`src/rtl/ksds_pkg.sv`:
```
// ----------------------------------------------------------------------------
// ksds_pkg
// Shared widths, register codes and queue entry flags for the K-smallest
// distance selector.
// ----------------------------------------------------------------------------
package ksds_pkg;

	localparam int DIST_W     = 31;
	localparam int RANK_W     = 4;
	localparam int COUNT_W    = 5;
	localparam int SELF_W     = 12;
	localparam int CFG_IDX_W  = 1;
	localparam int CFG_DATA_W = 12;

	localparam logic [CFG_IDX_W-1:0] REG_COUNT_OF_MINS = 1'd0;
	localparam logic [CFG_IDX_W-1:0] REG_SELF_INDEX    = 1'd1;

	typedef struct packed {
		logic keep;   // candidate takes part in insertion
		logic last;   // final candidate of the query
	} item_flags_t;

endpackage

```
`src/rtl/ksds_front.sv`:
```
// ----------------------------------------------------------------------------
// ksds_front
// Input stage: registers each candidate and marks whether it is the query
// object itself before it enters the queue.
// ----------------------------------------------------------------------------
module ksds_front #(
	parameter int INDEX_BITS = 12
) (
	input  logic                         clk,
	input  logic                         arst_n,
	input  logic                         s_valid,
	output logic                         s_ready,
	input  logic [INDEX_BITS-1:0]        s_index,
	input  logic [ksds_pkg::DIST_W-1:0]  s_distance,
	input  logic                         s_last,
	input  logic [INDEX_BITS-1:0]        self_index,
	output logic                         push_valid,
	input  logic                         push_ready,
	output logic [INDEX_BITS-1:0]        push_index,
	output logic [ksds_pkg::DIST_W-1:0]  push_distance,
	output ksds_pkg::item_flags_t        push_flags
);
	import ksds_pkg::*;

	logic                  valid_s1;
	logic [INDEX_BITS-1:0] index_s1;
	logic [DIST_W-1:0]     dist_s1;
	item_flags_t           flags_s1;

	assign s_ready = !valid_s1 || push_ready;

	always_ff @(posedge clk or negedge arst_n) begin
		if (!arst_n) begin
			valid_s1 <= 1'b0;
		end else if (s_ready) begin
			valid_s1 <= s_valid;
		end
	end

	always_ff @(posedge clk) begin
		if (s_valid && s_ready) begin
			index_s1      <= s_index;
			dist_s1       <= s_distance;
			flags_s1.keep <= (s_index != self_index);
			flags_s1.last <= s_last;
		end
	end

	assign push_valid    = valid_s1;
	assign push_index    = index_s1;
	assign push_distance = dist_s1;
	assign push_flags    = flags_s1;

endmodule

```
`src/rtl/ksds_queue.sv`:
```
// ----------------------------------------------------------------------------
// ksds_queue
// Small FIFO between the input stage and the sorted list.
// ----------------------------------------------------------------------------
module ksds_queue #(
	parameter int WIDTH = 45,
	parameter int DEPTH = 4
) (
	input  logic             clk,
	input  logic             arst_n,
	input  logic             push_valid,
	output logic             push_ready,
	input  logic [WIDTH-1:0] push_data,
	output logic             pop_valid,
	input  logic             pop_ready,
	output logic [WIDTH-1:0] pop_data
);
	localparam int PW = (DEPTH > 1) ? $clog2(DEPTH) : 1;
	localparam int CW = $clog2(DEPTH + 1);

	logic [WIDTH-1:0] mem_q [DEPTH];
	logic [PW-1:0]    wr_ptr_q;
	logic [PW-1:0]    rd_ptr_q;
	logic [CW-1:0]    count_q;
	logic             do_push;
	logic             do_pop;

	assign push_ready = (count_q != CW'(DEPTH));
	assign pop_valid  = (count_q != '0);
	assign pop_data   = mem_q[rd_ptr_q];
	assign do_push    = push_valid && push_ready;
	assign do_pop     = pop_valid && pop_ready;

	always_ff @(posedge clk or negedge arst_n) begin
		if (!arst_n) begin
			wr_ptr_q <= '0;
			rd_ptr_q <= '0;
			count_q  <= '0;
		end else begin
			if (do_push) begin
				wr_ptr_q <= (wr_ptr_q == PW'(DEPTH - 1)) ? '0 : wr_ptr_q + PW'(1);
			end
			if (do_pop) begin
				rd_ptr_q <= (rd_ptr_q == PW'(DEPTH - 1)) ? '0 : rd_ptr_q + PW'(1);
			end
			if (do_push && !do_pop) begin
				count_q <= count_q + CW'(1);
			end else if (do_pop && !do_push) begin
				count_q <= count_q - CW'(1);
			end
		end
	end

	always_ff @(posedge clk) begin
		if (do_push) begin
			mem_q[wr_ptr_q] <= push_data;
		end
	end

endmodule

```
`src/rtl/ksds_back.sv`:
```
// ----------------------------------------------------------------------------
// ksds_back
// Sorted list of the K smallest distances with parallel compare and shift
// insert, plus a readout shift register that holds a finished run.
// ----------------------------------------------------------------------------
module ksds_back #(
	parameter int MAX_K      = 16,
	parameter int INDEX_BITS = 12,
	parameter int KW         = 5
) (
	input  logic                         clk,
	input  logic                         arst_n,
	input  logic                         pop_valid,
	output logic                         pop_ready,
	input  ksds_pkg::item_flags_t        pop_flags,
	input  logic [INDEX_BITS-1:0]        pop_index,
	input  logic [ksds_pkg::DIST_W-1:0]  pop_distance,
	input  logic [KW-1:0]                k_eff,
	output logic                         out_valid,
	input  logic                         out_ready,
	output logic [ksds_pkg::RANK_W-1:0]  out_rank,
	output logic [INDEX_BITS-1:0]        out_index,
	output logic                         out_found,
	output logic                         out_last
);
	import ksds_pkg::*;

	localparam int RW = (MAX_K > 1) ? $clog2(MAX_K) : 1;

	logic [DIST_W-1:0]     dist_q   [MAX_K];
	logic [INDEX_BITS-1:0] idx_q    [MAX_K];
	logic [MAX_K-1:0]      val_q;

	logic [DIST_W-1:0]     nd       [MAX_K];
	logic [INDEX_BITS-1:0] ni       [MAX_K];
	logic [MAX_K-1:0]      nv;
	logic [MAX_K-1:0]      in_k;
	logic [MAX_K-1:0]      gt;
	logic [MAX_K-1:0]      prior_gt;

	logic [INDEX_BITS-1:0] snap_idx_q   [MAX_K];
	logic [MAX_K-1:0]      snap_found_q;
	logic [RW-1:0]         rank_q;
	logic [KW-1:0]         remain_q;
	logic                  busy_q;

	logic pop_fire;
	logic out_fire;
	logic load;

	// compare against every slot inside K, then find the first larger one
	always_comb begin
		for (int s = 0; s < MAX_K; s++) begin
			in_k[s] = (32'(s) < 32'(k_eff));
			gt[s]   = in_k[s] && (!val_q[s] || (dist_q[s] > pop_distance));
		end
		prior_gt[0] = 1'b0;
		for (int s = 1; s < MAX_K; s++) begin
			prior_gt[s] = prior_gt[s-1] | gt[s-1];
		end
	end

	always_comb begin
		for (int s = 0; s < MAX_K; s++) begin
			nd[s] = dist_q[s];
			ni[s] = idx_q[s];
			nv[s] = val_q[s];
			if (pop_flags.keep && gt[s] && !prior_gt[s]) begin
				nd[s] = pop_distance;
				ni[s] = pop_index;
				nv[s] = 1'b1;
			end
		end
		for (int s = 1; s < MAX_K; s++) begin
			if (pop_flags.keep && in_k[s] && prior_gt[s]) begin
				nd[s] = dist_q[s-1];
				ni[s] = idx_q[s-1];
				nv[s] = val_q[s-1];
			end
		end
	end

	assign out_fire  = busy_q && out_ready;
	assign pop_ready = !pop_flags.last || !busy_q || (out_ready && remain_q == KW'(1));
	assign pop_fire  = pop_valid && pop_ready;
	assign load      = pop_fire && pop_flags.last;

	always_ff @(posedge clk or negedge arst_n) begin
		if (!arst_n) begin
			val_q    <= '0;
			busy_q   <= 1'b0;
			rank_q   <= '0;
			remain_q <= '0;
		end else begin
			if (pop_fire) begin
				val_q <= pop_flags.last ? '0 : nv;
			end
			if (load) begin
				busy_q   <= 1'b1;
				rank_q   <= '0;
				remain_q <= k_eff;
			end else if (out_fire) begin
				busy_q   <= (remain_q != KW'(1));
				rank_q   <= rank_q + RW'(1);
				remain_q <= remain_q - KW'(1);
			end
		end
	end

	always_ff @(posedge clk) begin
		if (pop_fire) begin
			for (int s = 0; s < MAX_K; s++) begin
				dist_q[s] <= nd[s];
				idx_q[s]  <= ni[s];
			end
		end
		if (load) begin
			for (int s = 0; s < MAX_K; s++) begin
				snap_idx_q[s]   <= nv[s] ? ni[s] : '0;
				snap_found_q[s] <= nv[s];
			end
		end else if (out_fire) begin
			for (int s = 0; s < MAX_K - 1; s++) begin
				snap_idx_q[s]   <= snap_idx_q[s+1];
				snap_found_q[s] <= snap_found_q[s+1];
			end
		end
	end

	assign out_valid = busy_q;
	assign out_rank  = RANK_W'(rank_q);
	assign out_index = snap_idx_q[0];
	assign out_found = snap_found_q[0];
	assign out_last  = (remain_q == KW'(1));

endmodule

```
`src/rtl/k_smallest_distance_select.sv`:
```
// One candidate is taken per cycle unless the queue is full. Each passes
// through an input register, a four-entry queue and the sorted list, where
// MAX_K comparators and a shift insert place it, so a candidate is held in
// the input register and then in the queue before it reaches the list. On a
// candidate with tlast the list is copied into a readout shift register and
// cleared in the same cycle, and the K results of the run leave one per cycle
// while m_axis_tready is high. A tlast candidate waits in the queue only while
// the previous run is still being read out; other candidates keep flowing.
// ----------------------------------------------------------------------------
// k_smallest_distance_select
// Streaming selection of the K smallest distances of a query, with their
// candidate indices, in ascending order.
// ----------------------------------------------------------------------------
module k_smallest_distance_select #(
	parameter int MAX_K      = 16,
	parameter int INDEX_BITS = 12
) (
	input  logic clk,
	input  logic arst_n,
	// tdata: candidate_index, distance
	input  logic                                   s_axis_tvalid,
	output logic                                   s_axis_tready,
	input  logic [((INDEX_BITS+31+7)/8)*8-1:0]     s_axis_tdata,
	input  logic                                   s_axis_tlast,
	// tdata: rank, neighbour_index
	output logic                                   m_axis_tvalid,
	input  logic                                   m_axis_tready,
	output logic [((INDEX_BITS+4+7)/8)*8-1:0]      m_axis_tdata,
	// tuser: found
	output logic                                   m_axis_tuser,
	output logic                                   m_axis_tlast,
	input  logic                                   cfg_valid,
	output logic                                   cfg_ready,
	input  logic [ksds_pkg::CFG_IDX_W-1:0]         cfg_index,
	input  logic [ksds_pkg::CFG_DATA_W-1:0]        cfg_data
);
	import ksds_pkg::*;

	localparam int OUT_TW = ((INDEX_BITS + RANK_W + 7) / 8) * 8;
	localparam int KW     = $clog2(MAX_K + 1);
	localparam int FW     = $bits(item_flags_t);
	localparam int QW     = FW + DIST_W + INDEX_BITS;

	logic [COUNT_W-1:0]    count_of_mins_q;
	logic [SELF_W-1:0]     self_index_q;
	logic [KW-1:0]         k_eff;

	logic                  push_valid;
	logic                  push_ready;
	logic [INDEX_BITS-1:0] push_index;
	logic [DIST_W-1:0]     push_distance;
	item_flags_t           push_flags;

	logic                  pop_valid;
	logic                  pop_ready;
	logic [QW-1:0]         pop_data;
	item_flags_t           pop_flags;

	logic [RANK_W-1:0]     out_rank;
	logic [INDEX_BITS-1:0] out_index;

	assign cfg_ready = 1'b1;

	always_ff @(posedge clk or negedge arst_n) begin
		if (!arst_n) begin
			count_of_mins_q <= COUNT_W'(4);
			self_index_q    <= '0;
		end else if (cfg_valid) begin
			case (cfg_index)
				REG_COUNT_OF_MINS: count_of_mins_q <= cfg_data[COUNT_W-1:0];
				REG_SELF_INDEX:    self_index_q    <= cfg_data[SELF_W-1:0];
				default: ;
			endcase
		end
	end

	// zero acts as one, anything above MAX_K as MAX_K
	always_comb begin
		if (count_of_mins_q == '0) begin
			k_eff = KW'(1);
		end else if (32'(count_of_mins_q) > MAX_K) begin
			k_eff = KW'(MAX_K);
		end else begin
			k_eff = KW'(count_of_mins_q);
		end
	end

	ksds_front #(
		.INDEX_BITS (INDEX_BITS)
	) u_front (
		.clk           (clk),
		.arst_n        (arst_n),
		.s_valid       (s_axis_tvalid),
		.s_ready       (s_axis_tready),
		.s_index       (s_axis_tdata[INDEX_BITS-1:0]),
		.s_distance    (s_axis_tdata[INDEX_BITS+DIST_W-1:INDEX_BITS]),
		.s_last        (s_axis_tlast),
		.self_index    (INDEX_BITS'(self_index_q)),
		.push_valid    (push_valid),
		.push_ready    (push_ready),
		.push_index    (push_index),
		.push_distance (push_distance),
		.push_flags    (push_flags)
	);

	ksds_queue #(
		.WIDTH (QW),
		.DEPTH (4)
	) u_queue (
		.clk        (clk),
		.arst_n     (arst_n),
		.push_valid (push_valid),
		.push_ready (push_ready),
		.push_data  ({push_flags, push_distance, push_index}),
		.pop_valid  (pop_valid),
		.pop_ready  (pop_ready),
		.pop_data   (pop_data)
	);

	assign pop_flags = item_flags_t'(pop_data[QW-1:INDEX_BITS+DIST_W]);

	ksds_back #(
		.MAX_K      (MAX_K),
		.INDEX_BITS (INDEX_BITS),
		.KW         (KW)
	) u_back (
		.clk          (clk),
		.arst_n       (arst_n),
		.pop_valid    (pop_valid),
		.pop_ready    (pop_ready),
		.pop_flags    (pop_flags),
		.pop_index    (pop_data[INDEX_BITS-1:0]),
		.pop_distance (pop_data[INDEX_BITS+DIST_W-1:INDEX_BITS]),
		.k_eff        (k_eff),
		.out_valid    (m_axis_tvalid),
		.out_ready    (m_axis_tready),
		.out_rank     (out_rank),
		.out_index    (out_index),
		.out_found    (m_axis_tuser),
		.out_last     (m_axis_tlast)
	);

	assign m_axis_tdata = OUT_TW'({out_index, out_rank});

	// a new run always starts at rank zero
	assert property (@(posedge clk) disable iff (!arst_n)
		(m_axis_tvalid && m_axis_tready && m_axis_tlast)
		|=> (!m_axis_tvalid || out_rank == '0))
	else $error("run readout did not restart at rank zero");

	assert property (@(posedge clk) disable iff (!arst_n)
		(k_eff != '0) && (32'(k_eff) <= MAX_K))
	else $error("effective K out of range");

	assert property (@(posedge clk) disable iff (!arst_n)
		(m_axis_tvalid && !m_axis_tuser) |-> (out_index == '0))
	else $error("empty slot reported a nonzero index");

	assert property (@(posedge clk) disable iff (!arst_n)
		(m_axis_tvalid && m_axis_tready && !m_axis_tlast)
		|=> (m_axis_tvalid && out_rank == $past(out_rank) + RANK_W'(1)))
	else $error("readout skipped or repeated a rank");

endmodule
```
`config.mk`:
```
export PLATFORM = sky130hd
export DESIGN_NAME = k_smallest_distance_select
export DESIGN_NICKNAME = d
export VERILOG_FILES = /design/src/rtl/ksds_pkg.sv /design/src/rtl/ksds_front.sv /design/src/rtl/ksds_queue.sv /design/src/rtl/ksds_back.sv /design/src/rtl/k_smallest_distance_select.sv
export SDC_FILE = /design/constraint.sdc
export NUM_CORES = 2
export LEC_CHECK = 0
export BUFFER_PORTS_ARGS = -buffer_cell sky130_fd_sc_hd__buf_2
export CORE_MARGIN = 2
export CORE_UTILIZATION = 50
export CTS_BUF_LIST = sky130_fd_sc_hd__clkbuf_8
export DETAILED_ROUTE_END_ITERATION = 12
export PLACE_DENSITY_LB_ADDON = 0.2
export SYNTH_ARGS = -nofsm -noshare
export SYNTH_HDL_FRONTEND = slang
export SYNTH_SLANG_ARGS = --single-unit
```
`constraint.sdc`:
```
create_clock -name clk -period 19.3 [get_ports clk]
set_input_delay 0.965 -clock clk [delete_from_list [all_inputs] [get_ports clk]]
set_output_delay 0.965 -clock clk [all_outputs]
set_load 0.02 [all_outputs]
```
# Word-level counts from Yosys, hierarchy flattened
# Memory sizes are Yosys's and may differ from the RTL's.
# Index checks and enable logic that the tools add are counted.
[word_totals]
regBits = 112
latchBits = 0
ram_bits = 1060
mem_bits_ro = 0
memories = 4
[classes]
addsub = 6
n_mul = 0
div = 0
n_lt_le_gt_ge = 33
n_eq_ne = 6
shift = 0
muxes = 148
bitwise_logic = 30
reduce_logical = 146
[mem_list]
columns = ["name", "words", "word_bits", "read_ports", "rd_clocked_by_memory_dff", "wr", "line", "rtl"]
rows = [
  ["u_back.dist_q", 16, 31, 16, 0, 16, "ksds_back.sv:30", "logic [DIST_W-1:0] dist_q [MAX_K];"],
  ["u_back.idx_q", 16, 12, 16, 0, 16, "ksds_back.sv:31", "logic [INDEX_BITS-1:0] idx_q [MAX_K];"],
  ["u_back.snap_idx_q", 16, 12, 16, 0, 16, "ksds_back.sv:41", "logic [INDEX_BITS-1:0] snap_idx_q [MAX_K];"],
  ["u_queue.mem_q", 4, 45, 1, 0, 1, "ksds_queue.sv:21", "logic [WIDTH-1:0] mem_q [DEPTH];"],
]
[ops]
columns = ["operator", "n"]
rows = [
  ["$mux 31", 31],
  ["$mux 12", 62],
  ["$gt 31x31->1", 16],
  ["$logic_and 1x1->1", 85],
  ["$mux 1", 42],
  ["$lt 4x5->1 const A", 8],
  ["$logic_not 1->1", 36],
  ["$mux 15", 2],
  ["$or 1x1->1", 29],
  ["$lt 3x5->1 const A", 4],
  ["$mux 5", 4],
  ["$logic_or 1x1->1", 19],
  ["$mux 16", 1],
  ["$ne 12x12->1", 1],
  ["$lt 1x5->1 const A", 2],
  ["$lt 2x5->1 const A", 2],
  ["$mux 4", 2],
  ["$mux 3", 2],
  ["$eq 5x1->1 const B", 1],
  ["$gt 5x5->1 const B", 1],
  ["$logic_not 5->1", 1],
  ["$ne 5x1->1 const B", 1],
  ["$sub 5x1->5 const B", 1],
  ["$add 2x1->2 const B", 2],
  ["other kinds (10)", 14],
]

# Longest topological paths before layout
[depth]
ltp_word = 24
depth_mapped = 23
mapped_depth_nobuf = 14

# Hierarchy
# A second synthesis with hierarchy kept.
[hier_totals]
hier_cells = 4671
hier_area_um2 = 60685.7
[by_module_without_submodules]
columns = ["mod", "instances", "cells_each", "area_each_um2", "seq_area_each_um2"]
rows = [
  ["ksds_back", 1, 4288, 51506.9, 27556.4],
  ["ksds_queue", 1, 272, 6930.4, 5580.4],
  ["ksds_front", 1, 65, 1524.0, 1376.3],
  ["k_smallest_distance_select", 1, 46, 724.4, 426.7],
]

# Worst setup path before layout
# No wires, ideal clock.
[synth_timing]
path_kind = "reg2reg"
startpoint = "reg u_back.remain_q[1]"
endpoint = "mem u_back.dist_q[12][0] (netlist: u_back.dist_q[1][124]) (enable)"
setup_ns = 0.391
arrival_time_ns = 8.662
t_required_ns = 18.909
slack_ns = 10.248
stages_incl_launch_ff = 10
n_path_buf = 2
synth_period_minus_slack_ns = 9.052
path_cell_list = "dfrtp_1 inv_1 ha_1 nor4b_1 a21boi_0 a21o_1 clkbuf_1 inv_1 clkbuf_1 and2_1"
[synth_rtl]
columns = ["element", "line", "rtl"]
rows = [
  ["start: declaration", "ksds_back.sv:44", "logic [KW-1:0] remain_q;"],
  ["start signal: assignment", "ksds_back.sv:101", "remain_q <= k_eff;"],
  ["start signal: assignment", "ksds_back.sv:105", "remain_q <= remain_q - KW'(1);"],
  ["end: declaration", "ksds_back.sv:30", ""],
]

==> tab_implementation.tex <==
\begin{tabular}{lr}
\hline
Metric & Value \\
\hline
\multicolumn{2}{l}{\textbf{STA}} \\
\quad Worst slew slack as a fraction of its limit & 18.1\% \\
\quad Final count of hold timing violations & 0 \\
\quad Worst-Margin Slew & 1230 ps \\
\quad Maximum clock rate & 116 MHz \\
\quad Setup clock skew after layout & 51.8 ps \\
\quad Final Critical Period & 8620 ps \\
\quad Setup violation total in the final timing report & 0 \\
\quad Final worst path period share & 44.7\% \\
\quad Count of pins over their slew limit & 0 \\
\quad Total Neg Setup Slack & 0 ps \\
\quad Setup repair after global routing missed its margin & no \\
\quad Post-route worst hold slack & 243 ps \\
\multicolumn{2}{l}{\textbf{Floorplan}} \\
\quad Area inside the core boundary & 0.122 mm2 \\
\quad Initial standard-cell utilization of the core & 50.3\% \\
\quad Overall die height & 354 um \\
\quad I/O pin cnt & 88 \\
\quad Die width & 354 um \\
\quad Floorplan row count & 128 \\
\quad Die Area & 0.125 mm2 \\
\multicolumn{2}{l}{\textbf{Drt}} \\
\quad Post-Route WL & 144000 um \\
\quad Count of vias placed by the detailed router & 40300 \\
\quad Post-route DRC & 0 \\
\quad ANT nets after route & 0 \\
\quad Number of detailed-routing iterations run before antenna repair & 5 \\
\quad Detailed-route wire length per cell & 20.9 um \\
\quad Starting DRC count in detailed routing & 3494 \\
\quad Detailed-route vias per instance & 5.86 \\
\multicolumn{2}{l}{\textbf{Cells and area}} \\
\quad Number of inserted filler cells in the final layout & 10100 \\
\quad Most common library cell in the layout ignoring fill and taps & edfxtp\_1 \\
\quad Post-route non-filler standard cell count & 6884 \\
\quad Layout Utilization & 55.2\% \\
\quad Most frequent cells in the layout & edfxtp\_1 (1121), nand2\_1 (631), o21ai\_0 (521) \\
\quad Synthesis-to-layout area growth & 9.59\% \\
\quad Ratio of cells with drive above 1 in the final layout & 14.4\% \\
\quad Net count of the finished layout & 5669 \\
\multicolumn{2}{l}{\textbf{Run}} \\
\quad Max capacitance violation total & 0 \\
\multicolumn{2}{l}{\textbf{Synth}} \\
\quad Yosys warning total & 0 \\
\quad Complex-gate fraction of the synthesized area & 13.2\% \\
\quad Post-synthesis instance area & 0.0612 mm2 \\
\quad Top-area cell type share of the netlist area & 55.0\% \\
\quad Share of synthesized area spent on multiplexers & 6.88\% \\
\quad Cell variety after synth & 93 \\
\quad Per-instance average area after synthesis & 12.2 um2 \\
\quad Post-Synthesis Cells & 5026 \\
\quad Number of enable flip-flop cells after synthesis & 1121 \\
\quad Number of register bits inferred by synthesis & 1172 \\
\quad Largest family of logic cells by synthesized area & compound AO/OA/AOI/OAI gates \\
\quad Sequential-to-total area share from yosys stat & 57.1\% \\
\quad Xor and xnor fraction of the mapped netlist area & 0.315\% \\
\quad Synth area leader & edfxtp\_1 \\
\quad Top cells by area, synth & edfxtp\_1 (55\%), ha\_1 (10\%), o21ai\_0 (4.5\%) \\
\quad Number of nets produced by synthesis & 5599 \\
\quad Ys async rst share & 4.35\% \\
\quad Adder and majority gate portion of the synthesized area & 10.4\% \\
\quad Simple-gate share of the synthesized area & 9.38\% \\
\quad Top FF cell, synth & edfxtp\_1 \\
\multicolumn{2}{l}{\textbf{Clock tree}} \\
\quad Cts bufs inserted & 189 \\
\quad \# resized after CTS & 0 \\
\quad Clock tree root driver cell & clkbuf\_8 \\
\quad Clk pin slew, worst setup/hold paths & 60 ps \\
\quad Clock tree buffer depth & 3 \\
\quad Postcts setup bufs & 0 \\
\quad Clock Latency Late Sink & 910 ps \\
\quad H-tree depth reported by CTS & 4 \\
\quad TritonCTS clock tree & built \\
\quad Hold-fix buffers, CTS & 0 \\
\quad Number of clock sinks & 1172 \\
\multicolumn{2}{l}{\textbf{GRT}} \\
\quad Antenna violations before repair & 1 \\
\quad Met2 track demand over resource in global routing & 36.0\% \\
\quad Via count of the first global-routing pass & 39900 \\
\quad Most Used Layer, Global Route & met2 \\
\quad Grt met3 use & 3.51\% \\
\quad Global-route wire length before repair & 224000 um \\
\quad Total grt overflow & 0 \\
\quad All-layer global routing usage & 22.9\% \\
\quad Largest net degree at the start of global routing & 99 \\
\quad GR Util met1 & 32.3\% \\
\multicolumn{2}{l}{\textbf{Setup path}} \\
\quad Critical setup path kind & flip-flop to flip-flop \\
\quad Worst path arrival time & 9100 ps \\
\quad Startpoint class of the critical path & flip-flop \\
\quad R2r endpoint & u\_back.dist\_q[1][204] \\
\quad Cells along the critical path & buf\_4 -> mux2\_2 -> o21ai\_2 -> buf\_4 -> ha\_1 -> nand4\_1 -> nor4\_1 -> a31oi\_1 -> o31a\_1 -> a41oi\_2 -> and4\_1 -> and4\_1 -> nand4\_2 -> a21oi\_4 \\
\quad Slowest-stage cell, CP & a21oi\_4 \\
\quad Required @ worst endpoint & 19780 ps \\
\quad Startpoint of the worst register-to-register path & u\_queue.rd\_ptr\_q[1] \\
\quad Largest fanout on the critical path & 44 \\
\quad Cell family with most CP delay & simple AND/OR/NAND/NOR gates \\
\quad Kind of end point of the critical path & flip-flop \\
\quad CP Buf/Inv Count & 2 \\
\quad Internal reg-to-reg setup slack & 10680 ps \\
\quad Max stage delay on crit path & 1010 ps \\
\quad Path depth of the worst reg2reg path & 14 \\
\multicolumn{2}{l}{\textbf{Place}} \\
\quad HPWL after detailed placement & 101000 um \\
\quad Final estimated routing congestion in global placement & 0.873 \\
\quad IO Port Bufs & 81 \\
\quad Total placed cells including tap cells & 6530 \\
\multicolumn{2}{l}{\textbf{Run status}} \\
\quad Run status & completed \\
\multicolumn{2}{l}{\textbf{Worst hold path}} \\
\quad Path type of the worst min-delay path & input port to asynchronous set/reset pin \\
\hline
\end{tabular}
[per-stage QoR]
stage	cell area, um2	worst slack [ps]
final	67100	10680
after floorplan	61200	10250
after detailed placement	63400	10650
after global routing	67100	10090
after CTS	67100	10580
after global placement	63400	10770
[worst max path at each step]
stage	to	from	slack, ps	cells past startpoint
floorplan	u_back.dist_q[1][124]	u_back.remain_q[1]	10250	9
global placement	u_back.dist_q[1][202]	u_queue.rd_ptr_q[1]	10770	14
detailed placement	u_back.dist_q[1][202]	u_queue.rd_ptr_q[1]	10650	14
CTS	u_back.dist_q[1][204]	u_queue.rd_ptr_q[1]	10580	14
finish	u_back.dist_q[1][204]	u_queue.rd_ptr_q[1]	10680	14
global route	u_back.dist_q[1][208]	u_queue.rd_ptr_q[1]	10090	14
[synthesized netlist by cell type, types with 12 or more instances]
master,instances
a211oi_1,55
a21boi_0,13
a21o_1,64
a21oi_1,226
a221oi_1,20
a22o_1,98
a31oi_1,33
and2_1,26
buf_1,17
buf_2,55
buf_4,20
clkbuf_1,199
dfrtp_1,50
edfxtp_1,1121
ha_1,505
inv_1,113
mux2_1,24
mux2_2,202
mux2i_1,135
mux4_2,14
nand2_1,633
nand2b_1,29
nand3_1,79
nand3b_1,12
nand4_1,107
nor2_1,194
nor3_1,41
nor3b_1,14
nor4_1,26
o211ai_1,17
o21a_1,23
o21ai_0,553
o21ai_1,40
o22ai_1,18
o31ai_1,22
or4_1,14
xor2_1,17
[per-layer routing]
metal  part of all wire [%]  vias up
li1                       -    19400
met1                     45    19500
met2                     46     1224
met3                    6.3      226
met4                    2.8        0
met5                      0        -
[flip-flops by register name (all words and copies together) (netlist names), 3 cells and up]
name                   cells
u_front.push_index        12
u_back.out_rank            4
count_of_mins_q            5
u_back.val_q              16
self_index_q              12
u_front.push_distance     31
u_back.snap_idx_q        192
u_back.idx_q             192
u_back.snap_found_q       16
u_back.dist_q            496
u_queue.count_q            3
u_back.remain_q            5
u_queue.mem_q            180
[worst reg2reg max path: stages, from the launching register on]
cell and delay (ps):
dfrtp_4 750, buf_4 650, mux2_2 450, o21ai_2 120, buf_4 350, ha_1 270
nand4_1 170, nor4_1 740, a31oi_1 270, o31a_1 200, a41oi_2 580, and4_1 820
and4_1 1000, nand4_2 830, a21oi_4 1010
[logic make-up after synthesis]
logic type | count (synthesis)
flops | 1172
compound gates | 1300
mux | 375
xor+xnor | 22
other cells | 1
fa+ha+maj | 506
buf+inv | 409
simple gates | 1241
[final cells by class]
| cell class | instances | area [um2] | area share, % |
|---|---|---|---|
| repair buffers | 174 | 1100 | 1.65 |
| inverters | 114 | 435 | 0.649 |
| clock buffers | 201 | 2770 | 4.12 |
| flip-flops and latches | 1172 | 34900 | 52.1 |
| well taps | 1625 | 2030 | 3.03 |
| multi-input cells | 3445 | 24900 | 37.1 |
| diodes | 2 | 5.00 | 0.00746 |
| clock inverters | 151 | 866 | 1.29 |
Power is left out: the tool's default activity adds up to more than one toggle a clock period on the data nets, which glitch-free logic cannot reach.
